$ cat src/i2cbr_pkg.sv
// Package for the I2C bus recovery sequencer.
// Holds the phase encoding, register indexes, field widths and parameter defaults.
// No dependencies.
`timescale 1ns / 1ps

package i2cbr_pkg;

  // Default number of recovery clock pulses
  localparam int PULSES_DEF = 9;

  // Register defaults and widths
  localparam int          REG_W            = 8;
  localparam int          TICK_W           = 9;
  localparam int          CFG_INDEX_W      = 1;
  localparam logic [7:0]  HALF_PERIOD_RST  = 8'd5;
  localparam logic [7:0]  STRETCH_POLLS_RST = 8'd50;

  // Register indexes on the configuration port
  localparam logic [CFG_INDEX_W-1:0] REG_HALF_PERIOD   = 1'b0;
  localparam logic [CFG_INDEX_W-1:0] REG_STRETCH_POLLS = 1'b1;

  // Sequencer phases, one-hot
  typedef enum logic [7:0] {
    PH_IDLE      = 8'b0000_0001,
    PH_WAIT      = 8'b0000_0010,
    PH_LOW       = 8'b0000_0100,
    PH_HIGH      = 8'b0000_1000,
    PH_STOP_SCL  = 8'b0001_0000,
    PH_STOP_SDA  = 8'b0010_0000,
    PH_STOP_RISE = 8'b0100_0000,
    PH_STOP_END  = 8'b1000_0000
  } phase_t;

endpackage

$ cat src/i2c_bus_recovery_sequencer_core.sv
// I2C bus recovery sequencer: the result of an input transfer is registered and shown in the next cycle;
// it takes one tick per clock while the output is not stalled; the output register frees in the cycle it is taken.
// The phase sequencer and its tick, pulse and poll counters advance once per transfer.
// Reset (rst, synchronous): idle, both lines released, half_period 5, stretch_polls 50.
// Depends on i2cbr_pkg.
`timescale 1ns / 1ps

module i2c_bus_recovery_sequencer_core
  import i2cbr_pkg::*;
#(
  parameter int PULSES = PULSES_DEF
) (
  input  logic                   clk,
  input  logic                   rst,
  // configuration writes
  input  logic                   cfg_valid,
  output logic                   cfg_ready,
  input  logic [CFG_INDEX_W-1:0] cfg_index,
  input  logic [REG_W-1:0]       cfg_data,
  // tick input
  input  logic                   in_valid,
  output logic                   in_stall,
  input  logic                   start_req,
  input  logic                   scl_level,
  input  logic                   sda_level,
  // result output
  output logic                   out_valid,
  input  logic                   out_stall,
  output logic                   scl_pull_low,
  output logic                   sda_pull_low,
  output logic                   busy_res,
  output logic                   done_res,
  output logic                   bus_free
);

  localparam int PULSE_W = $clog2(PULSES + 1);

  // Configuration registers
  logic [REG_W-1:0]  half_period;
  logic [REG_W-1:0]  stretch_polls;

  // Sequencer state
  phase_t            phase, phase_next;
  logic [PULSE_W-1:0] pulse_count, pulse_count_next;
  logic [TICK_W-1:0] tick_count, tick_count_next;
  logic [REG_W-1:0]  poll_count, poll_count_next;
  logic              scl_drive, scl_drive_next;
  logic              sda_drive, sda_drive_next;
  logic              done_next, free_next;

  // Helpers for the stretch check
  logic [REG_W-1:0]   half_ticks;
  logic [TICK_W-1:0]  half_load;
  logic [TICK_W-1:0]  full_load;
  logic [REG_W-1:0]   check_poll;
  logic [PULSE_W-1:0] check_pulse;
  logic               stretch_pass;
  logic               in_xfer;

  assign cfg_ready = 1'b1;
  assign in_stall  = out_valid & out_stall;
  assign in_xfer   = in_valid & ~in_stall;

  // Take register writes
  always_ff @(posedge clk) begin
    if (rst) begin
      half_period   <= HALF_PERIOD_RST;
      stretch_polls <= STRETCH_POLLS_RST;
    end else if (cfg_valid && cfg_ready) begin
      case (cfg_index)
        REG_HALF_PERIOD:   half_period   <= cfg_data;
        REG_STRETCH_POLLS: stretch_polls <= cfg_data;
        default: ;
      endcase
    end
  end

  // Clamp the half period and form the count loads
  assign half_ticks = (half_period == '0) ? REG_W'(1) : half_period;
  assign half_load  = {1'b0, half_ticks} - TICK_W'(1);
  assign full_load  = {half_ticks, 1'b0} - TICK_W'(1);

  // A check after a high half period starts with a fresh poll count and the next pulse
  assign check_poll   = (phase == PH_HIGH) ? '0 : poll_count;
  assign check_pulse  = (phase == PH_HIGH) ? pulse_count + PULSE_W'(1) : pulse_count;
  assign stretch_pass = (check_poll >= stretch_polls) || scl_level;

  // Next state and result for one tick
  always_comb begin
    phase_next       = phase;
    pulse_count_next = pulse_count;
    tick_count_next  = tick_count;
    poll_count_next  = poll_count;
    scl_drive_next   = scl_drive;
    sda_drive_next   = sda_drive;
    done_next        = 1'b0;
    free_next        = 1'b0;

    if (phase != PH_IDLE && tick_count != '0) begin
      tick_count_next = tick_count - TICK_W'(1);
    end else begin
      case (phase)
        PH_WAIT, PH_HIGH: begin
          pulse_count_next = check_pulse;
          if (stretch_pass) begin
            scl_drive_next  = 1'b1;
            poll_count_next = check_poll;
            tick_count_next = half_load;
            phase_next      = (check_pulse < PULSE_W'(PULSES)) ? PH_LOW : PH_STOP_SCL;
          end else begin
            poll_count_next = check_poll + REG_W'(1);
            tick_count_next = full_load;
            phase_next      = PH_WAIT;
          end
        end
        PH_LOW: begin
          scl_drive_next  = 1'b0;
          tick_count_next = half_load;
          phase_next      = PH_HIGH;
        end
        PH_STOP_SCL: begin
          sda_drive_next  = 1'b1;
          tick_count_next = half_load;
          phase_next      = PH_STOP_SDA;
        end
        PH_STOP_SDA: begin
          scl_drive_next  = 1'b0;
          tick_count_next = half_load;
          phase_next      = PH_STOP_RISE;
        end
        PH_STOP_RISE: begin
          sda_drive_next  = 1'b0;
          tick_count_next = half_load;
          phase_next      = PH_STOP_END;
        end
        PH_STOP_END: begin
          done_next       = 1'b1;
          free_next       = scl_level & sda_level;
          tick_count_next = '0;
          phase_next      = PH_IDLE;
        end
        default: begin
          phase_next     = PH_IDLE;
          scl_drive_next = 1'b0;
          sda_drive_next = 1'b0;
          if (start_req) begin
            phase_next       = PH_WAIT;
            pulse_count_next = '0;
            poll_count_next  = '0;
            tick_count_next  = '0;
          end
        end
      endcase
    end
  end

  // Advance the sequencer on each input transfer
  always_ff @(posedge clk) begin
    if (rst) begin
      phase       <= PH_IDLE;
      pulse_count <= '0;
      tick_count  <= '0;
      poll_count  <= '0;
      scl_drive   <= 1'b0;
      sda_drive   <= 1'b0;
    end else if (in_xfer) begin
      phase       <= phase_next;
      pulse_count <= pulse_count_next;
      tick_count  <= tick_count_next;
      poll_count  <= poll_count_next;
      scl_drive   <= scl_drive_next;
      sda_drive   <= sda_drive_next;
    end
  end

  // Hold the result until the output transfer
  always_ff @(posedge clk) begin
    if (rst) begin
      out_valid <= 1'b0;
    end else if (in_xfer) begin
      out_valid <= 1'b1;
    end else if (!out_stall) begin
      out_valid <= 1'b0;
    end
  end

  always_ff @(posedge clk) begin
    if (in_xfer) begin
      scl_pull_low <= scl_drive_next;
      sda_pull_low <= sda_drive_next;
      busy_res     <= (phase_next != PH_IDLE);
      done_res     <= done_next;
      bus_free     <= free_next;
    end
  end

`ifndef ASSERT_OFF
  a_done_idle: assert property (@(posedge clk) disable iff (rst)
    out_valid && done_res |-> !busy_res)
    else $error("done reported while still busy");

  a_free_with_done: assert property (@(posedge clk) disable iff (rst)
    out_valid && bus_free |-> done_res)
    else $error("bus_free reported without done");

  a_idle_released: assert property (@(posedge clk) disable iff (rst)
    phase == PH_IDLE |-> !scl_drive && !sda_drive && tick_count == '0)
    else $error("lines driven or count running while idle");

  a_sda_in_stop: assert property (@(posedge clk) disable iff (rst)
    sda_drive |-> phase == PH_STOP_SDA || phase == PH_STOP_RISE)
    else $error("SDA driven outside the STOP build");
`endif

endmodule
$ cat config.mk
export PLATFORM = sky130hd
export DESIGN_NAME = i2c_bus_recovery_sequencer_core
export DESIGN_NICKNAME = d
export VERILOG_FILES = /design/src/i2cbr_pkg.sv /design/src/i2c_bus_recovery_sequencer_core.sv
export SDC_FILE = /design/constraint.sdc
export NUM_CORES = 1
export LEC_CHECK = 0
export BUFFER_PORTS_ARGS = -buffer_cell sky130_fd_sc_hd__buf_2
export CORE_MARGIN = 5
export CORE_UTILIZATION = 65
export CTS_CLUSTER_DIAMETER = 150
export DETAILED_ROUTE_END_ITERATION = 10
export PLACE_DENSITY = 0.85
export SLEW_MARGIN = 20
export SYNTH_ARGS = -nofsm -noshare
export SYNTH_HDL_FRONTEND = slang
export SYNTH_SLANG_ARGS = --single-unit
$ cat constraint.sdc
create_clock -name clk -period 6.4 [get_ports clk]
set_input_delay 0.64 -clock clk [delete_from_list [all_inputs] [get_ports clk]]
set_output_delay 0.64 -clock clk [all_outputs]
set_load 0.01 [all_outputs]
==> results by group <==
Outcome
  – Status: finished clean

Detailed routing
  – Final Routed Wirelength: 7990 um
  – First-pass DRT Iterations: 5
  – Initial DRC count: between 200 and 300
  – Via count: 3305
  – Vias/cell: roughly 6.4
  – Routed Antenna Nets: 0
  – Drc violations: 0
  – Wire per inst: 15.4 um

Logic synthesis
  – Count of cell types in the netlist: 69
  – Synth top area cells: dfxtp_1 (28%), nand2_1 (6.7%), a21oi_1 (6.0%)
  – Post-Syn Area per Cell: slightly below 8 sq um
  – Post-synth top flop: dfxtp_1
  – Netlist Area Pre-Place: between 3000 and 4000 sq um
  – #FFs+latches synth: 53
  – Yosys warns: 0
  – Synthesized instance count: between 400 and 500
  – Post-synth top area share: 28.2%
  – Yosys top cell by area: dfxtp_1
  – Post-synth EDFFs: 5
  – Syn nets: around 470
  – Asr flop ratio synth: 0%
  – Register area share after synthesis: 32.6%

Place
  – Final GP Congestion: 0.852
  – Port buffer count: 23
  – Inst Count DP: 510
  – Post-DP HPWL: between 5000 and 6000 um
  – Setup WS pre-CTS: 1.80 ns
  – Post-DP Area: approximately 3500 sq um

Setup path
  – Flop-to-flop setup slack: 1.67 ns
  – Crit path DAT: 4.89 ns
  – Reg-to-Reg End: tick_count[7]$_SDFFE_PP0P_
  – Crit path kind: reg2reg
  – Critical-path maximum fanout: 24
  – Cell mode on critical path: and2_1
  – Required time of the critical path: 6.56 ns
  – Crit path capture type: flop
  – Startpoint type of the worst setup path: flop
  – FF-to-FF path depth: 10
  – CP max stage delay: about 0.74 ns
  – Reg-to-reg startpoint: phase[7]$_SDFFE_PP0P_
  – Slowest CP cell: and2_1
  – CP cell instances: or4_4 -> or4_1 -> and2_1 -> ha_1 -> and3_1 -> a2111oi_0 -> and2_1 -> o21ai_0 -> a41oi_1 -> a211oi_1

Timing
  – Setup-failing EPs final: 0
  – Slew Limit Fails: 0
  – Fmax: 212 MHz
  – Fin Setup TNS: 0 ns
  – Crit path time final: 4.73 ns
  – Fin crit share: 73.8%
  – Hold Vio Cnt, Final: 0
  – Setup ws final: roughly 1.7 ns
  – Clock skew: 0.0119 ns
  – Max-Slew Margin vs Limit: 36.7%
  – RSZ-0062 raised after global routing: false
  – Slew @ Worst Pin: 0.949 ns
  – Hold WS: 0.461 ns

Die
  – Initial Util: 66.8%
  – IO Pins: 25
  – Area of the core: 5110 sq um
  – Chip width: 82.4 um
  – Area of the die: 6790 sq um
  – Die height: just over 80 um
  – # rows: 26

Job
  – Max Cap Viol: 0

Global route
  – Initial antenna violation count: 0
  – Vias in the first global route: about 2900
  – First-pass GRT wire length: 13500 um
  – Overall Global Routing Usage: 25.2%
  – Largest net degree at the start of global routing: 52
  – Gr ovfl total: 0

Clocking
  – CTS Hold Bufs: 0
  – CTS root buf: clkbuf_8
  – Cts repair resizes: 0
  – Post-CTS setup buffer count: 0
  – H-tree levels: 2
  – CTS tree: yes
  – Cts bufs inserted: 5
  – Clock Latency Late Sink: 0.32 ns
  – Clk buf depth: 2
  – Clk slew on worst S/H paths: 0.11 ns
  – Clock sinks: 53

Power
  – Sw power: 0.265 mW
  – Sw Ratio: approximately 35%
  – Max rail drop VDD: 0.000103 V
  – Leakage: 1.37 nW
  – Internal: 0.503 mW
  – Tot Pwr: 0.768 mW
  – Sequential fraction of design power: between 40% and 50%
  – Pwr dens: 214 nW/um^2
  – Comb pwr share: between 20% and 30%
  – Clock group share of total power: 25.4%

Cells and area
  – Fraction of layout cells with a size suffix above 1: about an eighth
  – Final instance area: 3590 sq um
  – Multi-input combinational cell area: 2120 sq um
  – Syn-to-layout area delta: 5.28%
  – Finished Layout Cells: just over 500
  – Util after Layout: 70.3%
  – Sequential cell area: 1110 sq um
  – Fill count: 435
  – Antenna diodes: 0
  – Nets@finish: 476

Min path
  – Worst Hold Path Cells: 2
  – HP Start: stretch_polls[6]$_SDFFE_PP0P_
  – Worst hold path type: reg2reg
  – Hold Path End: stretch_polls[6]$_SDFFE_PP0P_
[power groups by stage]
stage | Combinational [mW] | Sequential [mW] | Clock [mW]
2_1_floorplan | 0.157 | 0.374 | 0
3_3_place_gp | 0.194 | 0.378 | 0
3_5_place_dp | 0.196 | 0.379 | 0
4_1_cts | 0.198 | 0.371 | 0.200
5_1_grt | 0.223 | 0.375 | 0.215
6_report | 0.201 | 0.372 | 0.195
[synth_stat cells, types with 8 or more instances]
| master | instances |
|---|---|
| a21oi_1 | 41 |
| a31oi_1 | 12 |
| and2_1 | 9 |
| clkbuf_1 | 15 |
| dfxtp_1 | 48 |
| ha_1 | 12 |
| inv_1 | 15 |
| nand2_1 | 61 |
| nand3_1 | 15 |
| nor2_1 | 37 |
| nor3_1 | 11 |
| o21ai_0 | 27 |
| or4_1 | 8 |
[worst max-delay path, delay by kind of cell (launching register included)]
family                   cells  cell delay [ns]
AO/OA/AOI/OAI                4             1.37
flip-flops                   1             0.41
AND/OR/NAND/NOR              5             2.49
adder cells (fa/ha/maj)      1             0.29
[cells by family after synthesis]
family / synth area share [%]
flops: 32.6
other cells: 0.110
fa+ha+maj: 4.40
simple gates: 32.6
compound gates: 22.8
mux: 0.330
buf+inv: 5.17
xor+xnor: 2.05
[placed cells by master, fill, tap and decap left out, types with 8 or more instances in the layout]
cell type   n
ha_1       12
and2_1      9
o21ai_0    27
or4_1       8
nor2_1     37
buf_2      23
a31oi_1    12
nand2_1    61
nand3_1    15
a21oi_1    41
dfxtp_1    48
nor3_1     11
inv_1      15
[per-layer routing]
metal | up-vias | wire [um] | share of wire (%) | track usage, %
li1 | 1624 | - | - | -
met1 | 1514 | 3500 | 44 | 34.6
met2 | 155 | 3780 | 47 | 40.5
met3 | 12 | 604 | 7.6 | 4.45
met4 | 0 | 108 | 1.4 | 7.31
met5 | - | 0 | 0 | 0
[registers in the layout (all words and copies together) (netlist names), 4 cells and up]
signal / cells
tick_count: 9
phase: 8
stretch_polls: 8
poll_count: 8
half_period: 8
pulse_count: 4
[area by class of cell]
cell class / instances / area share, %
Multi-Input combinational cell: 348 / 59.1
Sequential cell: 53 / 31.0
Timing Repair Buffer: 24 / 3.42
Tap cell: 70 / 2.44
Clock buffer: 5 / 1.92
Inverter: 15 / 1.57
Clock inverter: 3 / 0.593
[how the worst max path moves through the flow]
| stage | from | endpoint |
|---|---|---|
| after global routing | phase[7]$_SDFFE_PP0P_ | tick_count[7]$_SDFFE_PP0P_ |
| after global placement | phase[7]$_SDFFE_PP0P_ | tick_count[7]$_SDFFE_PP0P_ |
| after floorplan | phase[2]$_SDFFE_PP0P_ | tick_count[4]$_SDFFE_PP0P_ |
| final | phase[7]$_SDFFE_PP0P_ | tick_count[7]$_SDFFE_PP0P_ |
| after detailed placement | phase[7]$_SDFFE_PP0P_ | tick_count[7]$_SDFFE_PP0P_ |
| after CTS | phase[7]$_SDFFE_PP0P_ | tick_count[7]$_SDFFE_PP0P_ |
Power figures use the tool's default switching activity.
